File: config.mk
export PLATFORM = sky130hd
export DESIGN_NAME = umon_counter
export DESIGN_NICKNAME = d
export VERILOG_FILES = /design/src/rtl/umon_pkg.sv /design/src/rtl/umon_counter.sv
export SDC_FILE = /design/constraint.sdc
export NUM_CORES = 1
export LEC_CHECK = 0
export BUFFER_PORTS_ARGS = -buffer_cell sky130_fd_sc_hd__buf_2
export CORE_AREA = 2 2 182 363
export CTS_BUF_LIST = sky130_fd_sc_hd__clkbuf_2
export DETAILED_ROUTE_END_ITERATION = 8
export DIE_AREA = 0 0 184 365
export PLACE_DENSITY = 0.58
export RECOVER_POWER = 50
export SYNTH_ARGS = -nofsm -noshare
export SYNTH_HDL_FRONTEND = slang
export SYNTH_SLANG_ARGS = --single-unit
File: constraint.sdc
create_clock -name clk -period 13.96 [get_ports clk]
set_clock_uncertainty 0.2 [all_clocks]
set_input_delay 1.396 -clock clk [delete_from_list [all_inputs] [get_ports clk]]
set_output_delay 1.396 -clock clk [all_outputs]
set_load 0.01 [all_outputs]
File: src/rtl/umon_pkg.sv
package umon_pkg;

    localparam int TAG_W = 48;
    localparam int CNT_W = 32;
    localparam int CURVE_W = 37;
    localparam logic [CNT_W-1:0] CNT_MAX = {CNT_W{1'b1}};
    localparam logic [CURVE_W-1:0] CURVE_MAX = {CURVE_W{1'b1}};

    typedef enum logic [1:0] {
        KIND_ACCESS = 2'd0,
        KIND_CURVE  = 2'd1,
        KIND_START  = 2'd2,
        KIND_NONE   = 2'd3
    } kind_t;

    // one miss-curve value on its way to the result ports
    typedef struct packed {
        logic               valid;
        logic [4:0]         index;
        logic [CURVE_W-1:0] value;
        logic               last;
    } curve_t;

endpackage

File: src/rtl/umon_counter.sv
module umon_counter #(
    parameter int WAYS = 16,
    localparam int RW = $clog2(WAYS),
    localparam int AW = $clog2(WAYS + 1),
    localparam int TOTW = umon_pkg::CNT_W + AW
) (
    input  logic             clk,
    input  logic             rst_n,
    input  logic             inc,
    input  logic             inc_hit,
    input  logic [RW-1:0]    inc_pos,
    input  logic             curve_req,
    input  logic             clear_req,
    output logic             idle,
    output umon_pkg::curve_t curve
);
    import umon_pkg::*;

    typedef enum logic [4:0] {
        C_IDLE = 5'b00001,
        C_INC  = 5'b00010,
        C_SUM  = 5'b00100,
        C_EMIT = 5'b01000,
        C_SUB  = 5'b10000
    } cnt_state_t;

    logic [CNT_W-1:0] cnt_mem [WAYS];
    logic [CNT_W-1:0] rd_reg;
    logic             rd_vld_reg;
    logic [WAYS-1:0]  vld_reg;
    logic [CNT_W-1:0] miss_reg;
    cnt_state_t       state_reg;
    logic [RW-1:0]    pos_reg;
    logic [AW-1:0]    a_reg;
    logic             dv_reg;
    logic [TOTW-1:0]  total_reg;
    logic [CNT_W-1:0] rd_val;
    logic             re;
    logic [RW-1:0]    raddr;
    logic             a_end;
    logic [39:0]      tot_ext;
    logic [7:0]       a_ext;

    assign a_end  = (a_reg == AW'(WAYS));
    assign rd_val = rd_vld_reg ? rd_reg : '0;
    assign re     = (state_reg == C_IDLE && inc && inc_hit)
                 || ((state_reg == C_SUM || state_reg == C_EMIT) && !a_end);
    assign raddr  = (state_reg == C_IDLE) ? inc_pos : a_reg[RW-1:0];

    always_ff @(posedge clk)
    begin
        if (state_reg == C_INC)
        begin
            cnt_mem[pos_reg] <= (rd_val == CNT_MAX) ? rd_val : rd_val + 1'b1;
        end
        if (re)
        begin
            rd_reg <= cnt_mem[raddr];
        end
    end

    always_ff @(posedge clk or negedge rst_n)
    begin
        if (!rst_n)
        begin
            state_reg  <= C_IDLE;
            vld_reg    <= '0;
            miss_reg   <= '0;
            rd_vld_reg <= 1'b0;
            dv_reg     <= 1'b0;
            a_reg      <= '0;
        end
        else
        begin
            if (re)
            begin
                rd_vld_reg <= vld_reg[raddr];
            end
            case (state_reg)
                C_IDLE:
                begin
                    if (inc && inc_hit)
                    begin
                        state_reg <= C_INC;
                    end
                    else if (inc && miss_reg != CNT_MAX)
                    begin
                        miss_reg <= miss_reg + 1'b1;
                    end
                    if (curve_req)
                    begin
                        state_reg <= C_SUM;
                        a_reg     <= '0;
                        dv_reg    <= 1'b0;
                    end
                    if (clear_req)
                    begin
                        vld_reg  <= '0;
                        miss_reg <= '0;
                    end
                end
                C_INC:
                begin
                    vld_reg[pos_reg] <= 1'b1;
                    state_reg        <= C_IDLE;
                end
                C_SUM:
                begin
                    dv_reg <= !a_end;
                    if (!a_end)
                    begin
                        a_reg <= a_reg + 1'b1;
                    end
                    else if (dv_reg)
                    begin
                        a_reg     <= '0;
                        state_reg <= C_EMIT;
                    end
                end
                C_EMIT:
                begin
                    state_reg <= a_end ? C_IDLE : C_SUB;
                end
                C_SUB:
                begin
                    a_reg     <= a_reg + 1'b1;
                    state_reg <= C_EMIT;
                end
                default: state_reg <= C_IDLE;
            endcase
        end
    end

    always_ff @(posedge clk)
    begin
        if (state_reg == C_IDLE && inc)
        begin
            pos_reg <= inc_pos;
        end
        if (state_reg == C_IDLE && curve_req)
        begin
            total_reg <= TOTW'(miss_reg);
        end
        else if (state_reg == C_SUM && dv_reg)
        begin
            total_reg <= total_reg + TOTW'(rd_val);
        end
        else if (state_reg == C_SUB)
        begin
            total_reg <= total_reg - TOTW'(rd_val);
        end
    end

    assign tot_ext = 40'(total_reg);
    assign a_ext   = 8'(a_reg);

    always_comb
    begin
        curve.valid = (state_reg == C_EMIT);
        curve.index = a_ext[4:0];
        curve.value = (tot_ext > 40'(CURVE_MAX)) ? CURVE_MAX : tot_ext[CURVE_W-1:0];
        curve.last  = a_end;
    end

    assign idle = (state_reg == C_IDLE);

endmodule

==> results, run 1 <==
- Together, buffers and inverters on the worst path number 0.
- The total power of the final layout is ~6.4 mW.
- The count of synthesis-stage warnings from yosys is 0.
- Counting distinct cell types in the post-synthesis netlist gives between 70 and 80.
- The number of clock sinks seen by CTS is roughly 650.
- Clock-pin slew was measured on the worst setup and hold paths at ~140 ps.
- The number of enable flip-flop cells after synthesis is 580.
- The tightest slew margin relative to the limit is -126%.
- In this run, the clock network consumes about a fifth of the power.
- The total negative setup slack is 0 ps.
- Once placement finished, the instance area stood at between 0.02 and 0.03 mm².
- Entering global routing, the biggest net connects a little under 100 pins.
- The detail route stage leaves a number of antenna-violating nets equal to 0.
- The sequential share of the synthesized area is between 60 and 70%.
- In this run, placement finished with an instance count of approximately 2700.
- Once layout is complete, the utilization of the core stands at about half.
- The kind of start point of the critical path is a flop.
- Routed signal wires occupy layers up through met4.
- The post-DP HPWL is 40600 µm.
- Detailed routing placed a total of between 3000 and 4000 µm of wire on met3.
- TritonCTS built the clock tree.
- By area the synthesized netlist is led by sky130_fd_sc_hd__edfxtp_1, sky130_fd_sc_hd__mux4_2, sky130_fd_sc_hd__dfrtp_1.
- The slack of the critical path is 8470 ps.
- Internal power comes to roughly 4 mW.
- The number of iterations in the first detailed-routing pass is 5.
- The final worst hold slack is ~280 ps.
- Buffers placed on the I/O ports in this run total 54.
- The number of flip-flops and latches in the synthesized netlist is around 650.
- The netlist area before placement is about 0.029 mm².
- In this run, CTS created clock tree buffers numbering approximately 150.
- The number of buffers between clock root and the deepest sink is 3.
- In this run switching power makes up a little under two fifths of total power.
- The analysis attributes to net switching a power of ~2.4 mW.
- The slowest stage of the critical path is the sky130_fd_sc_hd__nor2_2 cell.
- At the worst endpoint, the arrival time is 6420 ps.
- The floorplan step set the die height to roughly 370 µm.
- The number of fill cells in the layout is between 5000 and 6000.
- The run finished, with violations left.
- After clock tree synthesis, the setup repair step added 0 buffers.
- The detailed-route DRC error count is 0.
- For this run the aggregate overflow at the end of global routing stands at 0.
- The capturing element type of the critical path is a flop.
- The count of boundary I/O pins is 55.
- Setup violations remaining at the end of the flow were counted as 0.
- The number of pins with negative max-slew slack in the final report was a little over 600.
- The critical path data required time is 14890 ps.
- The placer's final routability congestion estimate is ~0.83.
- The share of the cycle needed by the critical path after routing is 39.3%.
- For this design the static power due to leakage is approximately 11 nW.
- The critical path is of the reg -> reg type.
- The largest fanout on the critical path is 31.
- After synthesis, the mean cell area works out to 14.8 µm².
- The routed metal-1 wirelength is roughly 29000 µm.
- Setup repair after global routing left no endpoint under its margin.
- The number of cells traversed by the worst register-to-register path is 18.
- The path category of the worst min-delay check is in -> reg.
- The final route contains ~17000 vias.
- Per report_power, the combinational group accounts for 39.9% of the total.
- The portion of synthesized cell area occupied by the leading cell type is around 61%.
- The iteration-0 DRC count of the detailed router is about 1200.
- The via count of the first global-routing pass was 17357.
- Relative to the synthesized area, the layout overhead comes to 8.52%.
- At the end of the flow, the number of nets in the layout was around 2100.
- The die covers between 0.06 and 0.07 mm².
- The library cell occupying the most area in the post-synthesis netlist is sky130_fd_sc_hd__edfxtp_1.
- The most numerous cell type found on the critical path is sky130_fd_sc_hd__a21oi_1.
- In this run the number of H-tree levels came out at 4.
- Among all flip-flop cells after synthesis, the most frequent one is sky130_fd_sc_hd__edfxtp_1.
- The total power divided by cell area is roughly 210 mW/mm².
- The checks that failed: capacitance limit, slew limit.
- The critical path goes through nor3_1 -> nand3b_1 -> nor2_2 -> a21oi_1 -> nor2_1 -> a31oi_1 -> o21a_1 -> ha_1 -> and2_1 -> nand4_1 -> a21oi_1 -> o21ai_1 -> a21oi_1 -> o221ai_1 -> o21a_1 -> o21ai_0 -> mux2_2 -> mux2i_1.
- The critical path runs through a total of 18 cells.
- The final cell area excluding filler cells is roughly 0.031 mm².
- The area of the core region is 0.0644 mm².
- The upper clock frequency limit is 0.182 GHz.
- The width of the chip is 184 µm.
- At the pin with the least slew margin, the transition time is 3390 ps.
- The detailed-route wire length is 71000 µm.
- Broken down by cell family, the worst path's largest delay share belongs to simple AND/OR/NAND/NOR gates.
- Counting every net in the synthesized netlist gives around 2000.
- Along the worst hold path, the cell count comes to 2.
- In the synthesized netlist the async set-or-reset flop fraction comes to a little under a tenth.
- The global-route wire length before repair is approximately 110000 µm.
- The initial antenna violation count is 1.
- The cell count after synthesis came out at between 1500 and 2000.
- The part of the power in registers is 40.8%.
- The critical path's largest stage delay is 940 ps.
- The fraction of final layout cells with drive strength greater than 1 is ~21%.
- The number of gates resized after CTS is 0.
- The number of cells in the finished layout apart from fillers is approximately 3000.
- The routed design uses ~38000 µm of met2 wire.
- The register with the most flip-flops in the layout has 512 of them.
- The initial utilization of the core area, before any placement, comes to 44.7%.
- The source-to-sink clock delay at the later pin of the worst-skew pair is 1230 ps.
- The tool flagged a number of max-cap violations equal to 21.
- Dividing the detail-routed wire length by the instance count gives between 20 and 25 µm.
- The number of placement rows is approximately 130.
- The clock root buffer is sky130_fd_sc_hd__clkbuf_2.
- The peak ir drop on the vdd network is 0.208 mV.
- The number of hold-slack violations in the final timing report is 0.
- In this run, post-CTS hold repair placed 0 buffers.
- The global routing usage summed across all routing layers is between 20 and 25%.
- The minimum setup slack after placement is about 8400 ps.
- After detailed routing, the number of vias per cell comes to 5.78.
- The routed design could run at a clock period as short as 5490 ps.
area by class of cell:
class | count | area (µm²) | area share (%)
well taps | 804 | 1010 | 3.22
flip-flops and latches | 645 | 19000 | 60.9
multi-input cells | 1137 | 9190 | 29.4
inverters | 32 | 120 | 0.385
diodes | 2 | 5.00 | 0.0160
clock buffers | 209 | 1050 | 3.35
clock inverters | 47 | 353 | 1.13
repair buffers | 95 | 483 | 1.55
layout by cell type, fill, tap and decap left out, types with 7 or more instances in the layout:
master / instances
sky130_fd_sc_hd__edfxtp_1: 580
sky130_fd_sc_hd__clkbuf_2: 209
sky130_fd_sc_hd__nand2_1: 164
sky130_fd_sc_hd__nor2_1: 133
sky130_fd_sc_hd__mux4_2: 132
sky130_fd_sc_hd__a21oi_1: 93
sky130_fd_sc_hd__and2_1: 65
sky130_fd_sc_hd__dfrtp_1: 58
sky130_fd_sc_hd__xnor2_1: 53
sky130_fd_sc_hd__a31oi_1: 46
sky130_fd_sc_hd__clkbuf_1: 46
sky130_fd_sc_hd__ha_1: 42
sky130_fd_sc_hd__o21ai_0: 40
sky130_fd_sc_hd__xor2_1: 40
sky130_fd_sc_hd__o21ai_1: 36
sky130_fd_sc_hd__nand3_1: 36
sky130_fd_sc_hd__a211oi_1: 36
sky130_fd_sc_hd__inv_1: 32
sky130_fd_sc_hd__buf_2: 28
sky130_fd_sc_hd__clkinv_1: 25
sky130_fd_sc_hd__or3_1: 23
sky130_fd_sc_hd__nand4_1: 21
sky130_fd_sc_hd__buf_4: 20
sky130_fd_sc_hd__a21o_1: 17
sky130_fd_sc_hd__nor2b_1: 16
sky130_fd_sc_hd__nor3_1: 15
sky130_fd_sc_hd__o21a_1: 8
sky130_fd_sc_hd__and3_1: 7
cell usage after synthesis, types with 21 or more instances:
cell and n:
sky130_fd_sc_hd__a211oi_1 36, sky130_fd_sc_hd__a21oi_1 93, sky130_fd_sc_hd__a31oi_1 46, sky130_fd_sc_hd__and2_1 69, sky130_fd_sc_hd__clkbuf_1 103, sky130_fd_sc_hd__dfrtp_1 59
sky130_fd_sc_hd__edfxtp_1 580, sky130_fd_sc_hd__ha_1 42, sky130_fd_sc_hd__inv_1 31, sky130_fd_sc_hd__mux4_2 132, sky130_fd_sc_hd__nand2_1 165, sky130_fd_sc_hd__nand3_1 36
sky130_fd_sc_hd__nand4_1 21, sky130_fd_sc_hd__nor2_1 140, sky130_fd_sc_hd__o21ai_0 40, sky130_fd_sc_hd__o21ai_1 36, sky130_fd_sc_hd__or3_1 23, sky130_fd_sc_hd__xnor2_1 53
sky130_fd_sc_hd__xor2_1 40
worst paths after layout:
kind | startpoint | to | slack (ps)
max | state_reg[4]$_DFFE_PN0P_ | total_reg[36]$_SDFFE_PP0P_ | 8470
min | curve_req | state_reg[1]$_DFFE_PN0P_ | 280
max reg2reg | state_reg[4]$_DFFE_PN0P_ | total_reg[36]$_SDFFE_PP0P_ | 8470
min reg2reg | total_reg[32]$_SDFFE_PP0P_ | total_reg[32]$_SDFFE_PP0P_ | 290
max in group asynchronous | rst_n | rd_vld_reg$_DFFE_PN0P_ | 10170
min in group asynchronous | rst_n | vld_reg[2]$_DFFE_PN0P_ | 1240
cell families after synthesis:
family	Yosys count	synth area share (%)
flops	645	66.1
fa+ha+maj	43	1.90
compound gates	323	7.01
xor+xnor	93	2.83
buf+inv	164	2.29
mux	142	10.7
simple gates	536	9.16
power groups by stage:
stage          sequential, mW  combinational [mW]  clock [mW]
6_report                 2.62                2.56        1.24
5_1_grt                  2.63                2.83        1.37
4_1_cts                  2.62                2.61        1.28
3_5_place_dp             2.66                2.59           0
3_3_place_gp             2.66                2.58           0
2_1_floorplan            2.53                2.03           0
per-layer routing:
metal  GRT usage [%]  vias up
met4            8.05        0
met2            38.4      483
met5               0        -
met3            2.94      115
met1            27.1     8800
li1                -     7760
No activity file was read; power rests on OpenSTA's default activity.
==> run 2: changes to the inputs <==
PLACE_DENSITY = 0.6   (was 0.58)
clock period = 4.5 ns   (was 13.96 ns; I/O delays follow)
==> results, run 2 (synthesis gave the netlist of run 1 again) <==
- The run finished, with violations left.
- The critical path's largest stage delay was 540 ps (-400 ps).
- The internal power consumption is 13.5 mW (+240%).
- The width of the chip is 184 µm (unchanged).
- The final standard cell utilization of the core was 50.9% (+2.4 points).
- The slack of the critical path is -99.6 ps (-8570 ps).
- Setup repair after global routing could not meet its margin everywhere.
- The area of the multi-input gates came to 0.00947 mm² (+3.1%).
- The critical path data required time is 5180 ps (-9710 ps).
- The global-route wire length before repair came to 108000 µm (+1.0%).
- The part of the power in registers is 37.0% (-3.8 points).
- Relative to the synthesized area, the layout overhead comes to 13.9%.
- The setup path with the least slack is of type reg -> reg.
- The detailed-route DRC error count is 0 (unchanged).
- The height of the die is 365 µm (unchanged).
- Traced cell by cell, the critical path runs through or4_4 -> or3_4 -> or3_4 -> a21oi_4 -> nor2_1 -> xnor2_1 -> ha_1 -> a21oi_1 -> o21ai_1 -> a21oi_1 -> o21ai_1 -> a21o_1 -> a211o_1 -> a211o_1 -> a31oi_2 -> xnor2_1 -> o21ai_1.
- The clock power share is 17.6% (-1.7 points).
- The number of violations of the max-capacitance limit came to 8 (-62%).
- The count of boundary I/O pins is 55 (unchanged).
- The path category of the worst min-delay check is in -> reg.
- The number of buffers between clock root and the deepest sink is 3 (unchanged).
- The post-layout minimum cycle time is 4600 ps (-893 ps).
- The placer's final routability congestion estimate was 0.816 (-1.9%).
- The number of placement rows is 132 (unchanged).
- The number of flip-flops under the largest register name is 512 (unchanged).
- The via count of the first global-routing pass came to 18168 (+4.7%).
- The leakage power figure is 11.7 nW (+7.2%).
- The fraction of final layout cells with drive strength greater than 1 is 26.7% (+5.9 points).
- The capturing element type of the critical path is a flop.
- The count of antenna-violating nets left after detailed routing is 0 (unchanged).
- The fraction of power spent switching nets is 37.2% (-0.31 points).
- The upper clock frequency limit is 0.217 GHz (+19%).
- The source-to-sink clock delay at the later pin of the worst-skew pair came to 1190 ps (-40 ps).
- In the layout the commonest cells are sky130_fd_sc_hd__edfxtp_1, sky130_fd_sc_hd__clkbuf_2, sky130_fd_sc_hd__nand2_1.
- STA classifies the critical path startpoint as a flop.
- The vias per cell is 5.69 (-1.5%).
- The switching power came to 8.00 mW (+230%).
- The number of pins with negative max-slew slack in the final report was 176 (-71%).
- The final net count is 2263 (+7.1%).
- The combined flip-flop and latch cell area was 0.0190 mm² (unchanged).
- The share of the cycle needed by the critical path after routing is 102% (+63 points).
- The per-cell routed wire length was 23.0 µm (-3.9%).
- The area of the core region came to 0.0644 mm² (unchanged).
- The iteration-0 DRC count of the detailed router is 1258 (+2.6%).
- The starting density of the core is 44.7% (unchanged).
- The register-to-register setup slack was -100 ps (-8570 ps).
- The total congestion overflow after global routing is 0 (unchanged).
- The level count of the clock H-tree is 4 (unchanged).
- The initial antenna violation count is 1 (unchanged).
- The largest fanout on the critical path is 4 (-87%).
- The worst path arrival time is 5280 ps (-1140 ps).
- The tightest slew margin relative to the limit came to -52.0% (+74 points).
- The detailed-route wire length is 71700 µm (+0.96%).
- Counting stages on the worst path, the most repeated cell is sky130_fd_sc_hd__o21ai_1.
- The count of buffers inserted at the top-level ports is 54 (unchanged).
- The maximum number of pins on one net before global-route repair is 71 (-27%).
- The slowest stage of the critical path belongs to the cell sky130_fd_sc_hd__or4_4.
- The number of hold-slack violations in the final timing report was 0 (unchanged).
- The global routing usage summed across all routing layers is 21.8% (+0.10 points).
- The total power of the final layout came to 21.5 mW (+240%).
- The combinational cell fraction of total power is 45.5% (+5.6 points).
- The number of fill cells in the layout is 5588 (-1.9%).
- The root buffer cell chosen for the clock tree is sky130_fd_sc_hd__clkbuf_2.
- The slew at the pin closest to its max-slew limit came to 2270 ps (-1120 ps).
- The number of clock sinks seen by CTS is 645 (unchanged).
- The count of vias placed by the detailed router is 17754 (+3.5%).
- The total power divided by cell area was 656 mW/mm² (+220%).
- TritonCTS built the clock tree.
- The area enclosed by the die boundary is 0.0672 mm² (unchanged).
- The commonest non-fill, non-tap cell in the layout is sky130_fd_sc_hd__edfxtp_1.
- The number of iterations in the first detailed-routing pass is 5 (unchanged).
- The peak ir drop on the vdd network is 0.755 mV (+260%).
- The post-DP HPWL is 44100 µm (+8.7%).
- The total setup violations reported at the end of the flow is 2 (+2).
- The final reports fail on capacitance limit, slew limit, setup timing.
- The register clock-pin slew on the reported worst setup and hold paths was 110 ps (-30 ps).
- The total CTS buffers is 146 (-1.4%).
run 2: changes by cell type in the layout (fill, tap and decap cells not counted), sizes merged:
cell / before / now
buf: 49 / 155
dlygate4sd3: 0 / 22
clkbuf: 255 / 274
clkinv: 34 / 43
inv: 38 / 35
clkinvlp: 2 / 1
diode: 2 / 1
run 2: power groups by stage:
stage               clock (mW)  sequential (mW)  combinational, mW
floorplan                    0             7.84               6.31
global placement             0             8.07               9.26
detailed placement           0             8.06               9.31
CTS                       3.92             7.95               9.53
global route              4.18             7.98               10.7
finish                    3.78             7.95               9.78
run 2: metrics by stage:
stage	area (µm²)	cells	setup slack [ps]	hold WS, ps	setup TNS [ps]
after floorplan	28800	1946	-40.6	-45.6	-40.6
after global placement	31000	2828	-144	268	-245
after detailed placement	31000	2828	-186	271	-446
after CTS	32800	3108	-92.5	3.22	-143
after global routing	32800	3122	-297	147	-2820
final	32800	3122	-99.6	207	-116
run 2: path summary, 6_finish.rpt:
| check | start | endpoint | cells past startpoint |
|---|---|---|---|
| max | rd_reg[7]$_DFFE_PP_ | total_reg[29]$_DFFE_PP_ | 17 |
| min | inc | pos_reg[0]$_DFFE_PP_ | 3 |
| max reg2reg | rd_reg[7]$_DFFE_PP_ | total_reg[29]$_DFFE_PP_ | 17 |
| min reg2reg | total_reg[32]$_SDFFE_PP0P_ | total_reg[32]$_SDFFE_PP0P_ | 2 |
| max in group asynchronous | rst_n | miss_reg[27]$_DFFE_PN0P_ | 4 |
| min in group asynchronous | rst_n | vld_reg[8]$_DFFE_PN0P_ | 4 |
run 2: worst max-delay path, delay by kind of cell, from the launching register on:
family                     cells  cell delay, ps
DFF                            1             390
xor gates and xnor gates       2             310
and+or+nand+nor                4            1330
AOI/OAI and AO/OA             10            1840
adders and majority gates      1             290
run 2: what timing repair did:
item	CTS	global route
setup buffers	2	13
hold endpoints to repair	226	0
resized for setup	24	42
setup endpoints to repair	7	20
pin swaps	6	23
hold buffers	23	0
run 2: routing by layer:
layer | GRT usage (%) | up-vias | wire, µm
li1 | - | 8082 | -
met1 | 26.5 | 9037 | 28800
met2 | 38.2 | 501 | 37300
met3 | 3.14 | 134 | 2890
met4 | 10.2 | 0 | 2680
met5 | 0 | - | 0
run 2: cell type report:
class	count	share of cell area [%]
clock buffer	203	3.10
tap	804	3.07
antenna	1	0.00763
multi-input combinational	1137	28.9
clock inverter	52	1.10
sequential	645	58.0
inverter	32	0.366
timing repair buffer	248	5.42
==> run 3: changes to the inputs <==
ABC_AREA = 1   (was not set)
CORE_AREA = 2 2 190 378   (was 2 2 182 363)
DIE_AREA = 0 0 192 380   (was 0 0 184 365)
==> results, run 3 <==
- The count of synthesis-stage warnings from yosys was 0 (unchanged).
- The clock root buffer is sky130_fd_sc_hd__clkbuf_2.
- The initial antenna violation count is 2 (+1).
- Setup repair after global routing could not meet its margin everywhere.
- The count of boundary I/O pins is 55 (unchanged).
- The total power divided by cell area is 777 mW/mm² (+18%).
- The worst flop-to-flop path endpoint is cnt_mem[11][22]$_DFFE_PP_.
- The number of enable flip-flop cells after synthesis came to 580 (unchanged).
- The number of iterations in the first detailed-routing pass came to 7 (+2).
- The unique cell type count in the Yosys netlist was 48 (-39%).
- The total CTS buffers is 144 (-1.4%).
- The worst setup path is launched from a flop.
- The fraction of power spent switching nets is 48.1% (+11 points).
- The vias per cell is 5.57 (-2.1%).
- The internal power consumption is 13.8 mW (+2.0%).
- In this run the most critical hold path is launched from inc_pos[3].
- The number of flip-flops and latches in the synthesized netlist is 645 (unchanged).
- The height of the die came to 380 µm (+4.1%).
- The capture endpoint of the worst hold path is pos_reg[3]$_DFFE_PP_.
- The source-to-sink clock delay at the later pin of the worst-skew pair is 1340 ps (+150 ps).
- The number of violations of the max-capacitance limit is 13 (+5).
- The number of pins with negative max-slew slack in the final report is 276 (+57%).
- The worst path arrival time is 5080 ps (-200 ps).
- The capturing element type of the critical path is a flop.
- The average footprint of a synthesized cell was 9.96 µm² (-33%).
- The count of vias placed by the detailed router was 23803 (+34%).
- The number of cells traversed by the worst register-to-register path is 6 (-11).
- Among all flip-flop cells after synthesis, the most frequent one is sky130_fd_sc_hd__edfxtp_1.
- The total setup violations reported at the end of the flow is 0 (-2).
- The upper clock frequency limit is 0.231 GHz (+6.1%).
- The post-layout minimum cycle time is 4330 ps (-266 ps).
- The gate count after technology mapping is 3136 (+61%).
- The share of the cycle needed by the critical path after routing is 96.3% (-5.9 points).
- The number of buffers inserted to repair setup after CTS is 0 (-2).
- The portion of synthesized cell area occupied by the leading cell type is 55.7% (-4.8 points).
- The cell with the largest stage delay on the worst path is sky130_fd_sc_hd__nor2_1.
- The detailed-route DRC error count is 0 (unchanged).
- The global-route wire length before repair is 144000 µm (+34%).
- The critical path's largest stage delay is 1940 ps (+1400 ps).
- The post-DP HPWL is 64600 µm (+47%).
- The worst setup path is of the reg -> reg kind.
- The maximum number of pins on one net before global-route repair was 133 (+87%).
- By instance count, the cell type seen most on the critical path is sky130_fd_sc_hd__nor2_1.
- The number of buffers between clock root and the deepest sink is 3 (unchanged).
- The tightest slew margin relative to the limit is -81.6% (-30 points).
- The number of cells in the finished layout apart from fillers was 4274 (+37%).
- The width of the chip is 192 µm (+4.3%).
- The detailed-route wire length was 97200 µm (+36%).
- The net count of the mapped netlist is 3189 (+60%).
- The critical path data required time is 5250 ps (+70 ps).
- The fraction of registers with async set/reset is 9.30% (unchanged).
- The global routing usage summed across all routing layers came to 26.9% (+5.1 points).
- The part of the power in registers was 32.1% (-4.9 points).
- The level count of the clock H-tree is 4 (unchanged).
- The slack of the critical path came to 166 ps (+266 ps).
- The final standard cell utilization of the core is 48.9% (-2.0 points).
- The per-cell routed wire length was 22.7 µm (-0.99%).
- The library cell occupying the most area in the post-synthesis netlist is sky130_fd_sc_hd__edfxtp_1.
- The area enclosed by the die boundary is 0.0730 mm² (+8.6%).
- In the post-synthesis netlist, the biggest area contributors are sky130_fd_sc_hd__edfxtp_1, sky130_fd_sc_hd__nand2_1, sky130_fd_sc_hd__o211ai_1.
- Sorting the synthesized cells by how often they occur yields sky130_fd_sc_hd__nand2_1, sky130_fd_sc_hd__edfxtp_1, sky130_fd_sc_hd__nor2_1.
- The final reports fail on capacitance limit, slew limit.
- The area of the core region is 0.0699 mm² (+8.6%).
- Yosys instantiated no cell more often than sky130_fd_sc_hd__nand2_1.
- The count of antenna-violating nets left after detailed routing was 0 (unchanged).
- The post-detailed-placement cell area is 0.0327 mm² (+5.5%).
- The placer's final routability congestion estimate came to 0.967 (+18%).
- The iteration-0 DRC count of the detailed router is 1577 (+25%).
- The total power of the final layout is 26.6 mW (+23%).
- The starting density of the core is 44.7% (about the same).
- The leakage power figure is 13.2 nW (+13%).
- The register-to-register setup slack is 170 ps (+270 ps).
- The largest fanout on the critical path is 19 (+15).
- In this run the critical register-to-register path is launched from state_reg[3]$_DFFE_PN0P_.
- The layout overhead on the synthesized area is 9.34%.
- The number of fill cells in the layout came to 6522 (+17%).
- The sequential share of the synthesized area came to 60.9% (-5.2 points).
- The min-delay analysis places its worst path in the category in -> reg.
- The TritonCTS clock tree is yes.
- The cell count after placement is 3989 (+41%).
- The final net count is 3309 (+46%).
- The commonest non-fill, non-tap cell in the layout is sky130_fd_sc_hd__nand2_1.
- The number of flip-flops under the largest register name was 512 (unchanged).
- The clock power share is 14.9% (-2.7 points).
- The total congestion overflow after global routing came to 0 (unchanged).
- The register clock-pin slew on the reported worst setup and hold paths was 120 ps (about the same).
- The combinational cell fraction of total power is 53.1% (+7.6 points).
- The number of hold-slack violations in the final timing report is 0 (unchanged).
- The via count of the first global-routing pass was 24107 (+33%).
- The hold path depth is 3 (unchanged).
- The number of clock sinks seen by CTS was 645 (unchanged).
- The signal on the critical path passes through nor2_1 -> nand4_1 -> inv_1 -> nand3_1 -> nor2_1 -> buf_4.
- In the layout the commonest cells are sky130_fd_sc_hd__nand2_1, sky130_fd_sc_hd__edfxtp_1, sky130_fd_sc_hd__nor2_1.
- The switching power is 12.8 mW (+60%).
- The count of buffers inserted at the top-level ports is 54 (unchanged).
- The fraction of final layout cells with drive strength greater than 1 is 10.5% (-16 points).
- The final cell area excluding filler cells is 0.0342 mm² (+4.2%).
- The flow ran to the end, but the final reports show violations.
- The peak ir drop on the vdd network came to 0.585 mV (-23%).
- The netlist area before placement is 0.0312 mm² (+8.6%).
- The slew at the pin closest to its max-slew limit is 2710 ps (+442 ps).
- The number of placement rows is 137 (+3.8%).
- The minimum setup slack after placement is -124 ps (+62.4 ps).
[run 3: through the flow]
step / TNS (ps) / hold slack (ps)
floorplan: 0 / -45.6
global placement: -10.5 / 274
detailed placement: -136 / 280
CTS: 0 / 97.5
global route: -5.15 / 205
finish: 0 / 250
[run 3: power by group through the flow]
stage	Sequential, mW	Clock, mW	Combinational, mW
2_1_floorplan	8.35	0	9.74
3_3_place_gp	8.64	0	13.9
3_5_place_dp	8.64	0	14.0
4_1_cts	8.50	4.06	14.1
5_1_grt	8.58	4.30	15.7
6_report	8.52	3.95	14.1
[run 3: worst max path at each step]
stage,startpoint,to,slack (ps),depth (start not counted)
floorplan,state_reg[0]$_DFFE_PN1P_,rd_reg[0]$_DFFE_PP_,480,5
global placement,rd_vld_reg$_DFFE_PN0P_,total_reg[31]$_DFFE_PP_,-10,20
detailed placement,rd_vld_reg$_DFFE_PN0P_,total_reg[31]$_DFFE_PP_,-120,20
CTS,rd_vld_reg$_DFFE_PN0P_,total_reg[31]$_DFFE_PP_,80,20
global route,rd_vld_reg$_DFFE_PN0P_,total_reg[31]$_DFFE_PP_,-5,20
finish,state_reg[3]$_DFFE_PN0P_,cnt_mem[11][22]$_DFFE_PP_,170,6
[run 3: area by class of cell]
class	count	area [µm²]	share of cell area [%]
clock buffer	200	1000	2.93
antenna	3	7.51	0.0220
sequential	645	19000	55.7
multi-input combinational	1995	10400	30.3
tap	903	1130	3.31
clock inverter	58	418	1.22
inverter	321	1200	3.53
timing repair buffer	149	1020	2.97
[run 3: repair_timing]
action                                  4_1_cts  5_1_grt
hold buffers                                 24        0
resized for setup                             1        3
hold endpoints to repair                    219        0
endpoints found under the setup margin        2        6
[run 3: metal layers]
layer	track usage [%]	vias to the layer above	routed length (µm)
met5	0	-	0
met3	4.14	300	4560
li1	-	11175	-
met4	18.3	0	6850
met2	49.8	877	52200
met1	27.3	11451	33500
[run 3: worst max-delay path: cells and delay by family (launching register included)]
| family | cells | cell delay, ps |
|---|---|---|
| flops | 1 | 420 |
| buf+inv | 2 | 680 |
| simple gates | 4 | 2610 |
[run 3: cell families after synthesis]
kind of cell	synth area share, %
flip-flops	60.9
AND/OR/NAND/NOR	18.3
adder cells (fa/ha/maj)	1.75
XOR/XNOR	2.07
AO/OA/AOI/OAI	10.7
buffers and inverters	6.29
